File: config.mk
export PLATFORM = sky130hd
export DESIGN_NAME = bit_length_codec_decoder_unit
export DESIGN_NICKNAME = d
export VERILOG_FILES = /design/src/rtl/core/bldec_pkg.sv /design/src/rtl/core/bldec_front.sv /design/src/rtl/core/bldec_queue.sv /design/src/rtl/core/bldec_back.sv /design/src/rtl/core/bit_length_codec_decoder_unit.sv
export VERILOG_INCLUDE_DIRS = /design/src /design/src/rtl/core
export SDC_FILE = /design/constraint.sdc
export NUM_CORES = 1
export LEC_CHECK = 0
export BUFFER_PORTS_ARGS = -buffer_cell sky130_fd_sc_hd__buf_4
export CORE_AREA = 10 10 261 263
export DETAILED_ROUTE_END_ITERATION = 7
export DIE_AREA = 0 0 271 273
export PLACE_DENSITY = 0.51
export SYNTH_ARGS = -nofsm -noshare
export SYNTH_HDL_FRONTEND = slang
export SYNTH_HIERARCHICAL = 1
export SYNTH_SLANG_ARGS = --single-unit
File: constraint.sdc
create_clock -name clk -period 6.7 [get_ports clk]
set_clock_uncertainty 0.05 [all_clocks]
set_input_delay 0 -clock clk [delete_from_list [all_inputs] [get_ports clk]]
set_output_delay 0 -clock clk [all_outputs]
set_load 0.005 [all_outputs]
File: src/rtl/core/bit_length_codec_decoder_unit_macros.svh
// assertion macros shared by the bit-length decoder rtl
// no dependencies; included by the modules that carry checks
`ifndef BIT_LENGTH_CODEC_DECODER_UNIT_MACROS_SVH
`define BIT_LENGTH_CODEC_DECODER_UNIT_MACROS_SVH

`ifndef SYNTHESIS

// same-cycle implication check
`define BLDEC_ASSERT_NOW(lbl, clk, rst, ante, cons, msg) \
  lbl: assert property (@(posedge clk) disable iff (rst) (ante) |-> (cons)) else $error(msg);

// next-cycle implication check
`define BLDEC_ASSERT_NEXT(lbl, clk, rst, ante, cons, msg) \
  lbl: assert property (@(posedge clk) disable iff (rst) (ante) |=> (cons)) else $error(msg);

`else

`define BLDEC_ASSERT_NOW(lbl, clk, rst, ante, cons, msg)
`define BLDEC_ASSERT_NEXT(lbl, clk, rst, ante, cons, msg)

`endif

`endif

File: src/rtl/core/bldec_pkg.sv
// shared types and constants of the bit-length decoder
// no dependencies
`default_nettype none

package bldec_pkg;

  // widths fixed by the field definitions
  localparam int unsigned VALUE_W = 32;
  localparam int unsigned COUNT_W = 24;
  localparam int unsigned EXT_W   = 6;
  localparam int unsigned BITS_W  = 6;
  localparam int unsigned NIB_W   = 4;
  localparam int unsigned FW_W    = 7;

  // nibble coding limits
  localparam logic [NIB_W-1:0] NIBBLE_MAX = 4'd8;
  localparam logic [BITS_W-1:0] NIBBLE_BITS = 6'd4;

  // width saturation bounds
  localparam logic signed [7:0] WIDTH_HI = 8'sd32;
  localparam logic signed [7:0] WIDTH_LO = -8'sd64;

  // defaults of the block header field sizes
  localparam int unsigned BLOCK_FIELD_BITS_DEF = 4;
  localparam int unsigned RUN_LENGTH_BITS_DEF  = 4;

  // result request queue
  localparam int unsigned QUEUE_DEPTH = 2;
  localparam int unsigned QPTR_W      = $clog2(QUEUE_DEPTH);
  localparam int unsigned QCNT_W      = $clog2(QUEUE_DEPTH + 1);

  // one result request: raw field, sign-extension width (0 means none), base to add
  typedef struct packed {
    logic [VALUE_W-1:0] raw;
    logic [EXT_W-1:0]   ext_width;
    logic [VALUE_W-1:0] offset;
    logic               last;
    logic               err;
  } res_req_t;

endpackage

`default_nettype wire

File: src/rtl/core/bldec_front.sv
// stream parser: takes one bit per cycle while in_stall is low, tracks the header
// and field state and pushes a request per value up to value_count; depends on bldec_pkg
`default_nettype none
`include "bit_length_codec_decoder_unit_macros.svh"

module bldec_front #(
  parameter int unsigned BLOCK_FIELD_BITS = bldec_pkg::BLOCK_FIELD_BITS_DEF,
  parameter int unsigned RUN_LENGTH_BITS  = bldec_pkg::RUN_LENGTH_BITS_DEF
) (
  input  wire logic                            clk,
  input  wire logic                            rst,
  input  wire logic                            in_valid,
  output logic                                 in_stall,
  input  wire logic                            stream_bit,
  input  wire logic                            cfg_write,
  input  wire logic [bldec_pkg::COUNT_W-1:0]   cfg_count,
  input  wire logic                            q_full,
  output logic                                 push,
  output bldec_pkg::res_req_t                  req
);

  typedef enum logic [3:0] {
    PH_TAG,
    PH_FIRST_DATA,
    PH_FIRST_MORE,
    PH_SECOND_DATA,
    PH_SECOND_MORE,
    PH_FIX_VALUE,
    PH_DELTA,
    PH_RUNLEN,
    PH_RUN_VALUE,
    PH_SIZE
  } phase_t;

  localparam logic [BLOCK_FIELD_BITS-1:0] DELTA_MIN = {1'b1, {(BLOCK_FIELD_BITS-1){1'b0}}};
  localparam logic [BLOCK_FIELD_BITS-1:0] DELTA_MAX = {1'b0, {(BLOCK_FIELD_BITS-1){1'b1}}};

  // state
  phase_t                             phase, phase_next;
  logic                               variable_mode, variable_mode_next;
  logic [bldec_pkg::VALUE_W-1:0]      bit_shift, bit_shift_next;
  logic [bldec_pkg::BITS_W-1:0]       bits_in_field, bits_in_field_next;
  logic [bldec_pkg::NIB_W-1:0]        nibble_index, nibble_index_next;
  logic [bldec_pkg::VALUE_W-1:0]      first_bound, first_bound_next;
  logic [bldec_pkg::VALUE_W-1:0]      offset_base, offset_base_next;
  logic signed [bldec_pkg::FW_W-1:0]  field_width, field_width_next;
  logic [RUN_LENGTH_BITS-1:0]         run_remaining, run_remaining_next;
  logic [bldec_pkg::COUNT_W-1:0]      values_emitted, values_emitted_next;
  logic                               error_seen, error_seen_next;
  logic [bldec_pkg::COUNT_W-1:0]      value_count;

  // helpers
  logic                               step;
  logic [bldec_pkg::VALUE_W-1:0]      shift_in;
  logic [bldec_pkg::BITS_W-1:0]       bits_inc;
  logic [bldec_pkg::COUNT_W-1:0]      ve_inc;
  logic                               done_now;
  logic                               done_inc;
  logic                               fw_pos;
  logic [4:0]                         nib_pos;
  logic [bldec_pkg::NIB_W-1:0]        nib_count;
  logic [bldec_pkg::BITS_W-1:0]       nib_bits;
  logic [bldec_pkg::VALUE_W-1:0]      nib_mask;
  logic [bldec_pkg::VALUE_W-1:0]      nib_value;
  logic [BLOCK_FIELD_BITS-1:0]        delta_raw;
  logic signed [7:0]                  delta_ext;
  logic signed [7:0]                  width_sum;
  logic                               emit_now;
  logic [RUN_LENGTH_BITS-1:0]         run_dec;

  // number of significant bits of a word: per-byte search, then pick the top byte
  function automatic logic [bldec_pkg::EXT_W-1:0] bit_size(input logic [31:0] x);
    logic [3:0]      nz;
    logic [2:0]      hi [4];
    logic [5:0]      n;
    n = '0;
    for (int g = 0; g < 4; g++) begin
      nz[g] = |x[8*g +: 8];
      hi[g] = '0;
      for (int j = 0; j < 8; j++) begin
        if (x[8*g + j]) hi[g] = 3'(j);
      end
    end
    for (int g = 0; g < 4; g++) begin
      if (nz[g]) n = {1'b0, 2'(g), hi[g]} + 6'd1;
    end
    return n;
  endfunction

  assign step     = (in_valid && !in_stall) || (phase == PH_SIZE);
  assign in_stall = q_full || (phase == PH_SIZE);

  assign shift_in = {bit_shift[bldec_pkg::VALUE_W-2:0], stream_bit};
  assign bits_inc = bits_in_field + 1'b1;
  assign ve_inc   = values_emitted + 1'b1;
  assign done_now = values_emitted >= value_count;
  assign done_inc = ve_inc >= value_count;
  assign fw_pos   = !field_width[bldec_pkg::FW_W-1] && (field_width != '0);

  // nibble bit position: least significant nibble first, msb first inside it
  assign nib_pos = {nibble_index[2:0], ~bits_in_field[1:0]};

  // sign extension of the nibble-coded value from its nibble count
  assign nib_count = (nibble_index >= bldec_pkg::NIBBLE_MAX) ? bldec_pkg::NIBBLE_MAX
                                                             : nibble_index + 1'b1;
  assign nib_bits  = {nib_count, 2'b00};
  assign nib_mask  = {bldec_pkg::VALUE_W{1'b1}} << nib_bits;
  assign nib_value = bit_shift[5'(nib_bits - 6'd1)] ? (bit_shift | nib_mask) : bit_shift;

  // width delta of a block header
  assign delta_raw = shift_in[BLOCK_FIELD_BITS-1:0];
  assign delta_ext = 8'(signed'(delta_raw));
  assign width_sum = 8'(field_width) + delta_ext;
  assign run_dec   = run_remaining - 1'b1;

  // next-state logic of the parser
  always_comb begin
    phase_next          = phase;
    variable_mode_next  = variable_mode;
    bit_shift_next      = bit_shift;
    bits_in_field_next  = bits_in_field;
    nibble_index_next   = nibble_index;
    first_bound_next    = first_bound;
    offset_base_next    = offset_base;
    field_width_next    = field_width;
    run_remaining_next  = run_remaining;
    values_emitted_next = values_emitted;
    error_seen_next     = error_seen;
    emit_now            = 1'b0;
    push                = 1'b0;
    req                 = '0;
    req.offset          = offset_base;
    req.err             = error_seen;
    req.last            = done_inc;
    if (step) begin
      unique case (phase) inside
        PH_TAG: begin
          variable_mode_next  = stream_bit;
          values_emitted_next = '0;
          error_seen_next     = 1'b0;
          field_width_next    = '0;
          bit_shift_next      = '0;
          bits_in_field_next  = '0;
          nibble_index_next   = '0;
          phase_next          = PH_FIRST_DATA;
        end
        PH_FIRST_DATA, PH_SECOND_DATA: begin
          if (nibble_index < bldec_pkg::NIBBLE_MAX) begin
            bit_shift_next = bit_shift | (bldec_pkg::VALUE_W'(stream_bit) << nib_pos);
          end else begin
            error_seen_next = 1'b1;
          end
          bits_in_field_next = bits_inc;
          if (bits_inc >= bldec_pkg::NIBBLE_BITS) begin
            phase_next = (phase == PH_FIRST_DATA) ? PH_FIRST_MORE : PH_SECOND_MORE;
          end
        end
        PH_FIRST_MORE, PH_SECOND_MORE: begin
          if (stream_bit) begin
            if (nibble_index < bldec_pkg::NIBBLE_MAX) nibble_index_next = nibble_index + 1'b1;
            bits_in_field_next = '0;
            phase_next = (phase == PH_FIRST_MORE) ? PH_FIRST_DATA : PH_SECOND_DATA;
          end else if (phase == PH_FIRST_MORE) begin
            bit_shift_next     = '0;
            bits_in_field_next = '0;
            nibble_index_next  = '0;
            if (variable_mode) begin
              offset_base_next = nib_value;
              field_width_next = '0;
              phase_next       = done_now ? PH_TAG : PH_DELTA;
            end else begin
              first_bound_next = nib_value;
              phase_next       = PH_SECOND_DATA;
            end
          end else begin
            // range of the fixed field, sized in the next cycle
            bit_shift_next     = nib_value - first_bound;
            bits_in_field_next = '0;
            nibble_index_next  = '0;
            phase_next         = PH_SIZE;
          end
        end
        PH_SIZE: begin
          offset_base_next   = first_bound;
          field_width_next   = signed'(bldec_pkg::FW_W'(bit_size(bit_shift)));
          bit_shift_next     = '0;
          bits_in_field_next = '0;
          nibble_index_next  = '0;
          phase_next         = done_now ? PH_TAG : PH_FIX_VALUE;
        end
        PH_FIX_VALUE: begin
          emit_now = 1'b1;
          if (fw_pos) begin
            bit_shift_next     = shift_in;
            bits_in_field_next = bits_inc;
            if (bits_inc < bldec_pkg::BITS_W'(field_width)) emit_now = 1'b0;
          end
          if (emit_now) begin
            push                = 1'b1;
            req.raw             = fw_pos ? shift_in : bit_shift;
            req.ext_width       = '0;
            values_emitted_next = ve_inc;
            bit_shift_next      = '0;
            bits_in_field_next  = '0;
            nibble_index_next   = '0;
            if (done_inc) phase_next = PH_TAG;
          end
        end
        PH_DELTA: begin
          bit_shift_next     = shift_in;
          bits_in_field_next = bits_inc;
          if (bits_inc >= bldec_pkg::BITS_W'(BLOCK_FIELD_BITS)) begin
            if (width_sum > bldec_pkg::WIDTH_HI) begin
              field_width_next = bldec_pkg::FW_W'(bldec_pkg::WIDTH_HI);
              error_seen_next  = 1'b1;
            end else if (width_sum < bldec_pkg::WIDTH_LO) begin
              field_width_next = bldec_pkg::FW_W'(bldec_pkg::WIDTH_LO);
            end else begin
              field_width_next = bldec_pkg::FW_W'(width_sum);
            end
            bit_shift_next     = '0;
            bits_in_field_next = '0;
            nibble_index_next  = '0;
            if (delta_raw != DELTA_MIN && delta_raw != DELTA_MAX) phase_next = PH_RUNLEN;
          end
        end
        PH_RUNLEN: begin
          bit_shift_next     = shift_in;
          bits_in_field_next = bits_inc;
          if (bits_inc >= bldec_pkg::BITS_W'(RUN_LENGTH_BITS)) begin
            run_remaining_next = shift_in[RUN_LENGTH_BITS-1:0];
            bit_shift_next     = '0;
            bits_in_field_next = '0;
            nibble_index_next  = '0;
            if (shift_in[RUN_LENGTH_BITS-1:0] == '0) begin
              phase_next = done_now ? PH_TAG : PH_DELTA;
            end else begin
              phase_next = PH_RUN_VALUE;
            end
          end
        end
        PH_RUN_VALUE: begin
          emit_now = 1'b1;
          if (fw_pos) begin
            bit_shift_next     = shift_in;
            bits_in_field_next = bits_inc;
            if (bits_inc < bldec_pkg::BITS_W'(field_width)) emit_now = 1'b0;
          end
          if (emit_now) begin
            // surplus run values are read and dropped
            push          = !done_now;
            req.raw       = fw_pos ? shift_in : '0;
            req.ext_width = fw_pos ? bldec_pkg::EXT_W'(field_width) : '0;
            if (!done_now) values_emitted_next = ve_inc;
            bit_shift_next     = '0;
            bits_in_field_next = '0;
            nibble_index_next  = '0;
            run_remaining_next = run_dec;
            if (run_dec == '0) begin
              phase_next = ((!done_now && done_inc) || done_now) ? PH_TAG : PH_DELTA;
            end
          end
        end
        default: begin
          phase_next = PH_TAG;
        end
      endcase
    end
  end

  // state registers and the value count register
  always_ff @(posedge clk) begin
    if (rst) begin
      phase          <= PH_TAG;
      variable_mode  <= 1'b0;
      bit_shift      <= '0;
      bits_in_field  <= '0;
      nibble_index   <= '0;
      first_bound    <= '0;
      offset_base    <= '0;
      field_width    <= '0;
      run_remaining  <= '0;
      values_emitted <= '0;
      error_seen     <= 1'b0;
      value_count    <= bldec_pkg::COUNT_W'(1);
    end else begin
      phase          <= phase_next;
      variable_mode  <= variable_mode_next;
      bit_shift      <= bit_shift_next;
      bits_in_field  <= bits_in_field_next;
      nibble_index   <= nibble_index_next;
      first_bound    <= first_bound_next;
      offset_base    <= offset_base_next;
      field_width    <= field_width_next;
      run_remaining  <= run_remaining_next;
      values_emitted <= values_emitted_next;
      error_seen     <= error_seen_next;
      if (cfg_write) value_count <= cfg_count;
    end
  end

  // checks
  `BLDEC_ASSERT_NEXT(a_size_one_cycle, clk, rst, phase == PH_SIZE, phase != PH_SIZE, "sizing cycle repeated")
  `BLDEC_ASSERT_NOW(a_push_only_on_value, clk, rst, push, phase == PH_FIX_VALUE || phase == PH_RUN_VALUE, "request outside a value field")

endmodule

`default_nettype wire

File: src/rtl/core/bldec_queue.sv
// short fifo of result requests between the parser and the output stage
// depends on bldec_pkg
`default_nettype none
`include "bit_length_codec_decoder_unit_macros.svh"

module bldec_queue (
  input  wire logic                clk,
  input  wire logic                rst,
  input  wire logic                push,
  input  wire bldec_pkg::res_req_t push_req,
  input  wire logic                pop,
  output bldec_pkg::res_req_t      head,
  output logic                     nonempty,
  output logic                     full
);

  localparam logic [bldec_pkg::QPTR_W-1:0] LAST_SLOT =
    bldec_pkg::QPTR_W'(bldec_pkg::QUEUE_DEPTH - 1);
  localparam logic [bldec_pkg::QCNT_W-1:0] DEPTH_CNT =
    bldec_pkg::QCNT_W'(bldec_pkg::QUEUE_DEPTH);

  bldec_pkg::res_req_t               slots [bldec_pkg::QUEUE_DEPTH];
  logic [bldec_pkg::QPTR_W-1:0]      wr_ptr;
  logic [bldec_pkg::QPTR_W-1:0]      rd_ptr;
  logic [bldec_pkg::QCNT_W-1:0]      count;
  logic                              do_push;
  logic                              do_pop;

  assign nonempty = (count != '0);
  assign full     = (count == DEPTH_CNT);
  assign do_push  = push && !full;
  assign do_pop   = pop && nonempty;
  assign head     = slots[rd_ptr];

  // request storage
  always_ff @(posedge clk) begin
    if (do_push) slots[wr_ptr] <= push_req;
  end

  // pointers and fill count
  always_ff @(posedge clk) begin
    if (rst) begin
      wr_ptr <= '0;
      rd_ptr <= '0;
      count  <= '0;
    end else begin
      if (do_push) wr_ptr <= (wr_ptr == LAST_SLOT) ? '0 : wr_ptr + 1'b1;
      if (do_pop)  rd_ptr <= (rd_ptr == LAST_SLOT) ? '0 : rd_ptr + 1'b1;
      if (do_push && !do_pop) begin
        count <= count + 1'b1;
      end else if (do_pop && !do_push) begin
        count <= count - 1'b1;
      end
    end
  end

  // checks
  `BLDEC_ASSERT_NOW(a_no_push_when_full, clk, rst, push, !full, "request pushed into full queue")
  `BLDEC_ASSERT_NEXT(a_pop_frees_slot, clk, rst, full && pop && !push, !full, "pop did not free a slot")

endmodule

`default_nettype wire

File: src/rtl/core/bldec_back.sv
// output stage: sign-extends the raw field, adds the base and holds the result
// in the output register; depends on bldec_pkg
`default_nettype none
`include "bit_length_codec_decoder_unit_macros.svh"

module bldec_back (
  input  wire logic                              clk,
  input  wire logic                              rst,
  input  wire bldec_pkg::res_req_t               head,
  input  wire logic                              nonempty,
  output logic                                   pop,
  output logic                                   out_valid,
  input  wire logic                              out_stall,
  output logic signed [bldec_pkg::VALUE_W-1:0]   value_out,
  output logic                                   last_value,
  output logic                                   format_error
);

  logic [bldec_pkg::VALUE_W-1:0] ext_mask;
  logic [4:0]                    sign_idx;
  logic                          do_ext;
  logic [bldec_pkg::VALUE_W-1:0] ext_value;
  logic [bldec_pkg::VALUE_W-1:0] sum;

  // sign extension at the requested width
  assign do_ext    = (head.ext_width != '0) &&
                     (head.ext_width < bldec_pkg::EXT_W'(bldec_pkg::VALUE_W));
  assign sign_idx  = 5'(head.ext_width - 1'b1);
  assign ext_mask  = {bldec_pkg::VALUE_W{1'b1}} << head.ext_width;
  assign ext_value = !do_ext           ? head.raw :
                     head.raw[sign_idx] ? (head.raw | ext_mask) : (head.raw & ~ext_mask);
  assign sum       = ext_value + head.offset;

  // load when the output register is empty or being taken
  assign pop = nonempty && (!out_valid || !out_stall);

  always_ff @(posedge clk) begin
    if (rst) begin
      out_valid <= 1'b0;
    end else if (pop) begin
      out_valid <= 1'b1;
    end else if (!out_stall) begin
      out_valid <= 1'b0;
    end
  end

  always_ff @(posedge clk) begin
    if (pop) begin
      value_out    <= signed'(sum);
      last_value   <= head.last;
      format_error <= head.err;
    end
  end

  // checks
  `BLDEC_ASSERT_NEXT(a_request_reaches_output, clk, rst, nonempty && !out_valid, out_valid, "pending request not loaded")

endmodule

`default_nettype wire

File: src/rtl/core/bit_length_codec_decoder_unit.sv
// top level of the bit-length decoder: parser, request queue, output stage
// depends on bldec_pkg, bldec_front, bldec_queue, bldec_back
`default_nettype none

// Decodes a bit-length coded stream fed one bit per cycle while in_stall is low,
// most significant bit first in each field and nibble, nibbles least significant
// first. A tag bit starts each decode (0 fixed range, 1 variable blocks); each
// decode gives value_count values, the last one marked, with format_error set
// once a width above 32 or a ninth nibble was seen. in_stall is high after the
// max field of a fixed-mode header, where the bit-length search sizes the range,
// and while the request queue is full. Results pass a two-entry request queue and
// a registered adder stage. The parser keeps taking bits while up to two results
// wait on out_stall; a third waiting result fills the queue and raises in_stall.
// value_count is written over the cfg channel (always ready); the user must write
// it only while no decode is in flight, as the block does not enforce this.
module bit_length_codec_decoder_unit #(
  parameter int unsigned BLOCK_FIELD_BITS = bldec_pkg::BLOCK_FIELD_BITS_DEF,
  parameter int unsigned RUN_LENGTH_BITS  = bldec_pkg::RUN_LENGTH_BITS_DEF
) (
  input  wire logic                              clk,
  input  wire logic                              rst,
  input  wire logic                              in_valid,
  output logic                                   in_stall,
  input  wire logic                              stream_bit,
  output logic                                   out_valid,
  input  wire logic                              out_stall,
  output logic signed [bldec_pkg::VALUE_W-1:0]   value_out,
  output logic                                   last_value,
  output logic                                   format_error,
  input  wire logic                              cfg_valid,
  output logic                                   cfg_ready,
  input  wire logic [bldec_pkg::COUNT_W-1:0]     value_count
);

  logic                q_full;
  logic                q_nonempty;
  logic                push;
  logic                pop;
  bldec_pkg::res_req_t req;
  bldec_pkg::res_req_t head;

  assign cfg_ready = 1'b1;

  // stream parser
  bldec_front #(
    .BLOCK_FIELD_BITS (BLOCK_FIELD_BITS),
    .RUN_LENGTH_BITS  (RUN_LENGTH_BITS)
  ) u_front (
    .clk        (clk),
    .rst        (rst),
    .in_valid   (in_valid),
    .in_stall   (in_stall),
    .stream_bit (stream_bit),
    .cfg_write  (cfg_valid && cfg_ready),
    .cfg_count  (value_count),
    .q_full     (q_full),
    .push       (push),
    .req        (req)
  );

  // request queue
  bldec_queue u_queue (
    .clk      (clk),
    .rst      (rst),
    .push     (push),
    .push_req (req),
    .pop      (pop),
    .head     (head),
    .nonempty (q_nonempty),
    .full     (q_full)
  );

  // output stage
  bldec_back u_back (
    .clk          (clk),
    .rst          (rst),
    .head         (head),
    .nonempty     (q_nonempty),
    .pop          (pop),
    .out_valid    (out_valid),
    .out_stall    (out_stall),
    .value_out    (value_out),
    .last_value   (last_value),
    .format_error (format_error)
  );

endmodule

`default_nettype wire
# Yosys cells after proc, flatten, opt, wreduce, memory -nomap -nowiden
# Memories as Yosys holds them, arrays and structs flattened. A register that Yosys moved wholly into a read port is not among the register bits.
# Index checks and enable logic that the tools add are counted.
# word_totals
mem_bits_rw	144
register_bits	210
output_inout_bits	37
memories	1
# classes
n_bitwise	8
shifts	3
n_reduce_logical	57
n_mux	133
eq_ne	30
order_cmp	11
add_sub_neg	17
# memory_table
name	words	width	read_ports	rd_clocked_by_memory_dff	wr	line	rtl
u_queue.slots	2	72	1	1	1	bldec_queue.sv:22	bldec_pkg::res_req_t slots [bldec_pkg::QUEUE_DEPTH];
# op_table
op	n
32-bit 2-to-1 mux	14
32-bit case mux with 6 select lines	1
38-bit 2-to-1 mux	3
32-bit OR	3
3-bit 2-to-1 mux	28
4-bit 2-to-1 mux	20
38-bit case mux with 2 select lines	1
24-bit 2-to-1 mux	3
24-bit case mux with 3 select lines	1
32-bit case mux with 2 select lines	1
32-bit by 6-bit left shift with 32-bit output (first input constant)	2
6-bit 2-to-1 mux	9
24-bit greater-or-equal comparator	2
7-bit 2-to-1 mux	6
32-bit adder	1
32-bit AND	1
32-bit NOT	1
4-bit case mux with 8 select lines	1
8-bit OR reduction	4
1-bit by 5-bit left shift with 32-bit output	1
32-bit subtractor	1
6-bit case mux with 5 select lines	1
7-bit case mux with 4 select lines	1
1-bit 2-to-1 mux	26
other kinds (55)	127

# Depth between registers and ports, before layout
# Gate-level depths: netlist of the first run.
# depth
ltp_word	15
ltp_mapped	24
mapped_depth_nobuf	21

# Cells and area by module
# The synthesis of the first run kept the hierarchy.
# modules_own_cells
module	seq_area_each_um2	instances	area_each_um2	cells_each
bldec_front	3423.3	1	12724.7	1683
bldec_queue	4424.2	1	5400.2	249
bldec_back	1041.0	1	3712.3	399
bit_length_codec_decoder_unit	0.0	1	11.3	2

# Least setup slack after synthesis of the first run
# OpenSTA, ideal clock, no wires.
# synth_timing
path_kind	register to register
start	reg u_front/nibble_index[0] (netlist bit)
end	reg u_front/bit_shift[26] (netlist bit)
path_buffers	3
stages_incl_launch_ff	24
t_arrival_ns	5.731
slack_ns	0.832
setup_time_ns	0.087
cell_sequence	dfxtp_1 clkbuf_1 clkinv_1 ha_1 nand2b_1 xnor2_1 mux4_2 mux2_1 and3_1 buf_6 nor2b_1 buf_6 a21oi_1 ha_1 inv_1 fa_1 a21o_1 a221oi_1 a21oi_1 a311oi_1 nor3_1 or3_1 and3_1 o31ai_1
# synth_between
elab_chain_len	10
# synth_lines
item	line	rtl
start, declared	bldec_front.sv:43	logic [bldec_pkg::NIB_W-1:0] nibble_index, nibble_index_next;
start signal, assigned	bldec_front.sv:291	nibble_index <= nibble_index_next;
4-bit by 1-bit adder with 4-bit output or 4-bit greater-or-equal comparator (tied branches)	bldec_front.sv:105, bldec_front.sv:104	
4-bit 2-to-1 mux	bldec_front.sv:104	assign nib_count = (nibble_index >= bldec_pkg::NIBBLE_MAX) ? bldec_pkg::NIBBLE_MAX
5-bit by 1-bit subtractor with 5-bit output	bldec_front.sv:108	assign nib_value = bit_shift[5'(nib_bits - 6'd1)] ? (bit_shift | nib_mask) : bit_shift;
1-bit binary-select mux with 5-bit select	bldec_front.sv:108	
1-bit 2-to-1 mux (implied by the code)	bldec_front.sv:108	
32-bit 2-to-1 mux	bldec_front.sv:108	
32-bit subtractor	bldec_front.sv:177	bit_shift_next = nib_value - first_bound;
32-bit 2-to-1 mux	bldec_front.sv:163	end else if (phase == PH_FIRST_MORE) begin
32-bit 2-to-1 mux	bldec_front.sv:159	if (stream_bit) begin
32-bit case mux with 6 select lines	bldec_front.sv:136	unique case (phase) inside
end signal, assigned	bldec_front.sv:289	bit_shift <= bit_shift_next;
end, declared	bldec_front.sv:41	logic [bldec_pkg::VALUE_W-1:0] bit_shift, bit_shift_next;
# Several ways; a longest one is shown, not always the timed one. The select of a mux whose other input is x is not followed.
# A chain may end at the register's enable or synchronous reset.

# Final worst setup path of the first run
# Ends and elaborated chain as after synthesis.

==> results of run 1 <==
-- worst paths after layout --
kind,from,endpoint,slack (ps),depth (start not counted)
max,u_front/nibble_index[0]$_SDFFE_PP0P_,u_front/bit_shift[26]$_SDFFE_PP0P_,430,22
min reg2reg,u_front/offset_base[15]$_SDFFE_PP0P_,u_queue/slots[0][17]$_DFFE_PP_,380,0
max reg2reg,u_front/nibble_index[0]$_SDFFE_PP0P_,u_front/bit_shift[26]$_SDFFE_PP0P_,430,22
min,in_valid,u_front/bits_in_field[3]$_SDFFE_PP0P_,30,6
-- power groups by stage --
stage	clock network (W)	registers, W	logic [W]
finish	0.00238	0.00241	0.00114
global route	0.00253	0.00242	0.00127
CTS	0.00245	0.00241	0.00113
detailed placement	0	0.00246	0.00109
global placement	0	0.00245	0.00108
floorplan	0	0.00238	0.000865
-- cells by family (layout without fill, tap and decap cells) --
group,after synthesis,in the layout,share of synthesized area
other cells,1,1,0.000172
compound gates,667,667,0.194
simple gates,636,636,0.138
buf+inv,268,364,0.0496
mux,168,168,0.0897
flops,355,355,0.407
fa+ha+maj,150,150,0.0868
xor+xnor,88,88,0.0356
-- cell usage in the layout, fill, tap and decap left out, types with 26 or more instances in the layout --
cell             n
a22oi_1         56
a21oi_1        225
nor2_1         240
buf_4           91
nand3_1         50
nand2b_1        27
xor2_1          29
dfxtp_1        176
dlygate4sd3_1   73
xnor2_1         58
o21ai_0        123
clkbuf_16       47
inv_1          118
mux2_2         102
ha_1           146
nand2_1        116
edfxtp_1       178
a211oi_1        31
a21o_1          56
nor3_1          54
mux2i_1         53
a31oi_1         26
-- repair_timing --
action | CTS | global route
endpoints found under the hold margin | 48 | 0
hold buffers | 73 | 0
resized for setup | 0 | 0
-- worst reg2reg max path: cells and delay by family, from the launching register on --
family                   cells  cell delay, ps
XOR/XNOR                     1             210
adder cells (fa/ha/maj)      3            1030
multiplexers                 2             840
flip-flops                   1             490
buffers and inverters        4             720
AO/OA/AOI/OAI                6            1500
AND/OR/NAND/NOR              6            1320
-- per-stage QoR --
stage | hold WS [ps] | std cells | setup WS, ps | power [W]
2_1_floorplan | 19.1 | 2333 | 832 | 0.00325
3_3_place_gp | 174 | 3125 | 741 | 0.00354
3_5_place_dp | 181 | 3125 | 533 | 0.00354
4_1_cts | 7.33 | 3275 | 462 | 0.00599
5_1_grt | 94.0 | 3275 | 48.3 | 0.00622
6_report | 31.6 | 3275 | 430 | 0.00594
-- final cells by class --
class | count | area [um^2] | area share
Multi-Input combinational cell | 1710 | 11900 | 0.473
Sequential cell | 355 | 8890 | 0.353
Timing Repair Buffer | 166 | 1450 | 0.0577
Clock buffer | 56 | 1210 | 0.0480
Tap cell | 846 | 1060 | 0.0420
Inverter | 121 | 454 | 0.0180
Clock inverter | 21 | 229 | 0.00908
-- sequential cells by signal, indices dropped and copies added, names as in the netlist, 6 cells and up, named ones only --
signal and count:
u_front/value_count 24, u_queue/slots 144, u_front/offset_base 32, u_front/values_emitted 24, u_front/bit_shift 32, u_front/field_width 7
u_front/bits_in_field 6, u_front/first_bound 32, u_back/value_out 32
-- per-layer routing --
metal | track usage | up-vias | part of all wire
met5 | 0 | - | 0
met4 | 0.0572 | 0 | 0.029
met1 | 0.224 | 8627 | 0.47
met2 | 0.275 | 385 | 0.47
li1 | - | 8689 | -
met3 | 0.0212 | 96 | 0.040
==> impl_metrics.yaml, run 1 <==
floorplan:
  rows: 92
  die_h_um: 273
  core_um2: 62700
  dieWidth_um: 271
  dieArea_um2: 74000
  start_util: 0.348
  pin_count: 67
clock_network:
  post-cts-setup-buffers: 0
  insertion_delay_ps: 580
  htree_levels: 2
  clkTransAtPathRegs_ps: 60
  clock_tree.root_cell: "clkbuf_16"
  cts_sinks: 355
  cts_buffers: 43
  clock_path_buffers: 3
  cts_tree: "done"
logic_synthesis:
  yosys_most_used_dff: "edfxtp_1"
  netlist_top_cells_area: "edfxtp_1 24%, dfxtp_1 16%, ha_1 8.4%, mux2_2 5.3%, a21oi_1 5.2%"
  yosysSeqAreaShare: 0.407
  yosys.area.top_type: "edfxtp_1"
  yosysMostFrequentCell: "nor2_1"
  ys_ff_latch: 355
  async_flop_share: 0
  synth_edf_count: 178
  yosys_warnings: 6
  synthDistinctLibCells: 85
  yosys-top-cells-count: "240 x nor2_1, 226 x a21oi_1, 178 x edfxtp_1"
  syn_area_um2: 21800
  synthesis.nets: 2512
  synth.top_cell.area_share: 0.245
  synthCells: 2333
  syn_area_per_cell_um2: 9.36
worst_setup_path:
  crit_fanout: 10
  slowest_stage: "mux4_2"
  path_buf_inv: 4
  cp_cell_sequence: "clkinv_1, ha_1, nand2b_1, xnor2_1, mux4_2, mux2_1, and3_1, nor2b_1, a21oi_1, ha_1, inv_1, fa_1, a21o_1, a221oi_1, buf_4, a21oi_1, a311oi_1, buf_4, nor3_1, or3_1, and3_1, o31ai_1"
  endpoint_kind: "register"
  cpPeakStageDelay_ps: 540
  cp.arrival_ps: 6690
  worstPathRequired_ps: 7120
  crit_path_start_kind: "register"
  cpLargestDelayFamily: "compound AO/OA/AOI/OAI gates"
  path_class: "register to register"
global_route:
  grt_pass1_wl_um: 99800
  grt_antenna_before_repair: 0
  grt_pass1_vias: 17600
  gr-usage-all-layers: 0.167
  grt_max_degree: 83
  grt_overflow: 0
sta:
  final.period_utilization: 0.936
  fin_setup_tns_ps: 0
  max_freq_mhz: 159
  fin_crit_ps: 6270
  setup_viol: 0
  worst_pin_slew_ps: 1210
  maxSlewViolCount: 0
  final-hold-violation-count: 0
  rsz0062_at_grt: "no"
  slew-limit-headroom: 0.189
final_layout:
  fillCellCount: 6167
  final_area_um2: 25200
  areaGrowthSynthToFinish_pct: 15.4
  layout.nets: 2576
  drive_above_1_share: 0.132
  n_antenna_cell: 0
  final_core_util: 0.402
placement:
  port-buffer-count: 65
  dp_hpwl_um: 45100
  gp_congestion: 0.880
  postPlaceCellArea_um2: 23000
power_and_ir_drop:
  power.internal_w: 0.00419
  p_clk_frac: 0.401
  comb_power_share: 0.193
  seqPwrFrac: 0.406
  p_sw_frac: 0.294
  vdd_drop_max_uv: 171
  power.switching_w: 0.00175
  leakagePower_nw: 9.50
  power_density_nw_per_um2: 236
run:
  maxCapViolations: 0
route:
  drt-total-wl_um: 63300
  vias: 17800
  drt_first_pass_iters: 5
  drc: 0
  final_antenna_net_count: 0
  dr.first_iter.drc_count: 1187
  wire_per_inst_um: 19.3
  viasPerCell: 5.43
outcome:
  status: "complete, no violations"
hold_path:
  hold_class: "input pin to register"
Note: power is estimated with default switching activity, not from simulation.
==> inputs of run 2 (changes only) <==
--- a/config.mk
+++ b/config.mk
@@ -7,10 +7,12 @@
 export NUM_CORES = 1
 export LEC_CHECK = 0
 export BUFFER_PORTS_ARGS = -buffer_cell sky130_fd_sc_hd__buf_4
+export CELL_PAD_IN_SITES_DETAIL_PLACEMENT = 1
+export CELL_PAD_IN_SITES_GLOBAL_PLACEMENT = 2
 export CORE_AREA = 10 10 261 263
 export DETAILED_ROUTE_END_ITERATION = 7
 export DIE_AREA = 0 0 271 273
-export PLACE_DENSITY = 0.51
+export PLACE_DENSITY = 0.72
 export SYNTH_ARGS = -nofsm -noshare
 export SYNTH_HDL_FRONTEND = slang
 export SYNTH_HIERARCHICAL = 1
==> impl_metrics.yaml, run 2 (synthesized netlist as in run 1, its figures left out) <==
placement:
  port-buffer-count: 65
  dp_hpwl_um: 51800
  gp_congestion: 0.892
floorplan:
  dieWidth_um: 271
  dieArea_um2: 74000
  pin_count: 67
  rows: 92
  start_util: 0.348
  core_um2: 62700
  die_h_um: 273
route:
  wire_per_inst_um: 21.7
  dr.first_iter.drc_count: 971
  viasPerCell: 5.54
  drc: 0
  vias: 18100
  drt-total-wl_um: 70800
  final_antenna_net_count: 0
  drt_first_pass_iters: 4
final_layout:
  final_common_cell: "nor2_1"
  areaGrowthSynthToFinish_pct: 15.2
  drive_above_1_share: 0.138
  top_register: "u_queue/slots"
  n_antenna_cell: 0
  largest_reg_flops: 144
  layout.nets: 2567
  mostFrequentLayoutCells: "240 x nor2_1, 224 x a21oi_1, 178 x edfxtp_1"
worst_setup_path:
  worstPathRequired_ps: 6970
  cp.arrival_ps: 6500
  path_class: "register to register"
  endpoint_kind: "register"
  crit_fanout: 66
  crit_path_start_kind: "register"
power_and_ir_drop:
  power_density_nw_per_um2: 241
  vdd_drop_max_uv: 185
  leakagePower_nw: 9.47
  power_w: 0.00606
global_route:
  grt_overflow: 0
  grt_max_degree: 69
  grt_pass1_wl_um: 111000
  gr-usage-met1: 0.248
  grt_util_met2: 0.318
  grt.busiest_layer: "met2"
  met3_usage: 0.0238
  gr-usage-all-layers: 0.187
  grt_pass1_vias: 19000
  grt_antenna_before_repair: 1
clock_network:
  cts_buffers: 44
  clkTransAtPathRegs_ps: 60
  htree_levels: 2
  clock_tree.root_cell: "clkbuf_16"
  insertion_delay_ps: 590
  post-cts-setup-buffers: 0
  cts_sinks: 355
  clock_path_buffers: 3
  cts_tree: "done"
sta:
  maxSlewViolCount: 0
  fin_crit_ps: 6230
  final.period_utilization: 0.930
  hold_ws_ps: 197
  rsz0062_at_grt: "no"
  slew-limit-headroom: 0.241
  setup_viol: 0
  final-hold-violation-count: 0
  worst_pin_slew_ps: 1130
  max_freq_mhz: 160
  fin_setup_tns_ps: 0
run:
  maxCapViolations: 0
hold_path:
  hold_class: "input pin to register"
outcome:
  status: "complete, no violations"
[run 2: cell count changes in the layout (fill, tap and decap cells not counted), moves of 3 or more]
cell,delta
buf_4,+9
clkbuf_8,+3
clkinv_1,+3
clkinv_4,-3
dlygate4sd3_1,-20
[run 2: final timing paths]
check                                                     startpoint                        endpoint  slack, ps  depth (start not counted)
worst max-delay path                                        register  u_back/value_out[31]$_DFFE_PP_        470                         15
worst min-delay path                                       out_stall   u_back/out_valid$_SDFFE_PP0P_        200                          4
worst max register to register                              register  u_back/value_out[31]$_DFFE_PP_        470                         15
worst min register to register  u_front/offset_base[26]$_SDFFE_PP0P_  u_queue/slots[1][28]$_DFFE_PP_        410                          0
[run 2: worst max-delay path, cell delays in order, from the launching register on]
cell and delay [ps]:
dfxtp_2 410, buf_4 710, mux2_2 440, mux4_2 520
mux4_2 480, mux2_2 500, mux2_2 360, ha_1 370
nand3_1 90, nor2_1 160, o21ai_0 150, a21oi_1 420
o211ai_1 180, a21boi_0 600, a211oi_1 220, xnor2_1 180
[run 2: power breakdown]
part	leakage [nW]	switching, W	internal [W]
Sequential	2.98	0.0000907	0.00231
Clock	0.719	0.00100	0.00147
Combinational	5.77	0.000712	0.000477
Total	9.47	0.00181	0.00425
[run 2: repair_timing]
item / in CTS / in global routing
hold endpoints to repair: 67 / 0
hold buffers: 53 / 0
gates resized for setup: 0 / 3
endpoints found under the setup margin: 0 / 10
[run 2: area by class of cell]
class	instances	area [um^2]
timing repair buffer	156	1340
clock inverter	24	295
sequential	355	8890
tap	846	1060
inverter	121	454
multi-input combinational	1710	11900
clock buffer	56	1200
fill	7112	37600
[run 2: metrics by stage]
stage,cell area (um^2),util,std cells,setup slack (ps)
floorplan,21800,-,2333,832
global placement,23100,0.369,3135,399
detailed placement,23100,0.369,3135,217
CTS,25100,0.401,3268,149
global route,25200,0.401,3268,78.9
finish,25200,0.401,3268,469
[run 2: per-layer routing]
layer	vias to the layer above	routed length [um]	part of all wire
met3	90	2350	0.033
met5	-	0	0
met4	0	1480	0.021
met2	262	33800	0.48
li1	8649	-	-
met1	9096	33200	0.47
==> inputs of run 3 (changes only) <==
--- a/config.mk
+++ b/config.mk
@@ -13,6 +13,7 @@
 export DETAILED_ROUTE_END_ITERATION = 7
 export DIE_AREA = 0 0 271 273
 export PLACE_DENSITY = 0.72
+export REMOVE_ABC_BUFFERS = 1
 export SYNTH_ARGS = -nofsm -noshare
 export SYNTH_HDL_FRONTEND = slang
 export SYNTH_HIERARCHICAL = 1
==> impl_metrics.yaml, run 3 (synthesized netlist as in run 1, its figures left out) <==
outcome:
  status: "complete, no violations"
route:
  drt-total-wl_um: 69300
  vias: 17900
  final_antenna_net_count: 0
  dr.first_iter.drc_count: 899
  drc: 0
  viasPerCell: 5.49
  drt_first_pass_iters: 5
  wire_per_inst_um: 21.2
clock_network:
  htree_levels: 2
  insertion_delay_ps: 590
  post-cts-setup-buffers: 0
  clock_tree.root_cell: "clkbuf_16"
  cts_buffers: 44
  clkTransAtPathRegs_ps: 60
  clock_path_buffers: 3
  cts_sinks: 355
  cts_tree: "done"
floorplan:
  dieWidth_um: 271
  core_um2: 62700
  start_util: 0.348
  rows: 92
  pin_count: 67
  dieArea_um2: 74000
  die_h_um: 273
sta:
  setup_viol: 0
  fin_crit_ps: 6120
  slew-limit-headroom: 0.269
  final.period_utilization: 0.913
  rsz0062_at_grt: "no"
  fin_setup_tns_ps: 0
  worst_pin_slew_ps: 1090
  max_freq_mhz: 163
  hold_ws_ps: 172
  fin_ws_ps: 581
  final-hold-violation-count: 0
  maxSlewViolCount: 0
final_layout:
  largest_reg_flops: 144
  fillCellCount: 7067
  layout.nets: 2567
  n_antenna_cell: 0
  top_register: "u_queue/slots"
  final_area_um2: 25200
  areaGrowthSynthToFinish_pct: 15.4
  mostFrequentLayoutCells: "240 x nor2_1, 224 x a21oi_1, 178 x edfxtp_1"
  final_common_cell: "nor2_1"
  drive_above_1_share: 0.138
  final_core_util: 0.402
power_and_ir_drop:
  vdd_drop_max_uv: 224
  leakagePower_nw: 9.51
  power_density_nw_per_um2: 241
placement:
  port-buffer-count: 65
  postPlaceCellArea_um2: 23100
  preCtsSetupSlack_ps: 392
  gp_congestion: 0.885
  dp_hpwl_um: 50700
worst_setup_path:
  cp_cell_sequence: "clkinvlp_4, ha_1, nand2_1, ha_1, mux4_2, mux2_1, and3_1, nor2b_2, a21oi_2, ha_1, inv_1, fa_1, a21o_1, a221oi_1, buf_4, a21oi_1, a311oi_1, buf_4, nor3_1, or3_1, and3_1, o31ai_1"
  crit_fanout: 12
  crit_path_start_kind: "register"
  worstPathRequired_ps: 7150
  cp.arrival_ps: 6570
  cpPeakStageDelay_ps: 450
  endpoint_kind: "register"
  crit_path_frequent_cell: "ha_1"
  path_class: "register to register"
  slowest_stage: "dfxtp_2"
global_route:
  gr-usage-all-layers: 0.184
  grt_max_degree: 91
  grt_pass1_wl_um: 109000
  grt_overflow: 0
  grt_antenna_before_repair: 0
  grt_pass1_vias: 18900
run:
  maxCapViolations: 0
hold_path:
  hold_class: "input pin to register"
-- run 3: final cells by class --
class                      instances  area, um^2  share of cell area
tap                              846        1060              0.0420
timing repair buffer             156        1360              0.0540
multi-input combinational       1710       11900               0.473
sequential                       355        8890               0.353
inverter                         121         458              0.0182
clock inverter                    19         231             0.00918
clock buffer                      58        1280              0.0507
-- run 3: layer usage --
layer / GRT usage / up-vias / wire length (um)
met5: 0 / - / 0
met4: 0.0588 / 0 / 1820
met3: 0.0205 / 92 / 2120
met2: 0.326 / 275 / 34600
met1: 0.229 / 8909 / 30800
li1: - / 8639 / -
-- run 3: power by group --
part / switching, W / internal (W)
sequential: 0.0000867 / 0.00231
combinational: 0.000714 / 0.000478
clock: 0.000982 / 0.00150
total: 0.00178 / 0.00429
-- run 3: final timing paths --
check / start / end / slack, ps / cells after the start
hold / removal: in_valid / u_front/bits_in_field[5]$_SDFFE_PP0P_ / 170 / 6
setup / recovery: u_front/nibble_index[0]$_SDFFE_PP0P_ / u_front/bit_shift[26]$_SDFFE_PP0P_ / 580 / 22
setup reg to reg: u_front/nibble_index[0]$_SDFFE_PP0P_ / u_front/bit_shift[26]$_SDFFE_PP0P_ / 580 / 22
hold reg to reg: u_front/offset_base[20]$_SDFFE_PP0P_ / u_queue/slots[1][22]$_DFFE_PP_ / 410 / 0
-- run 3: worst max-delay path, delay by kind of cell, from the launching register on --
| family | cells | cell delay, ps |
|---|---|---|
| multiplexers | 2 | 610 |
| flip-flops | 1 | 450 |
| AND/OR/NAND/NOR | 6 | 1430 |
| AO/OA/AOI/OAI | 6 | 1450 |
| adder cells (fa/ha/maj) | 4 | 1390 |
| buffers and inverters | 4 | 660 |
-- run 3: repair_timing --
action | 4_1_cts | 5_1_grt
resized for setup | 0 | 4
endpoints found under the setup margin | 0 | 7
hold buffers | 55 | 0
endpoints found under the hold margin | 99 | 0
-- run 3: stage by stage --
step                      cells  power (W)
final                      3265    0.00607
after CTS                  3265    0.00615
after floorplan            2186    0.00321
after global routing       3265    0.00637
after detailed placement   3133    0.00359
after global placement     3133    0.00357
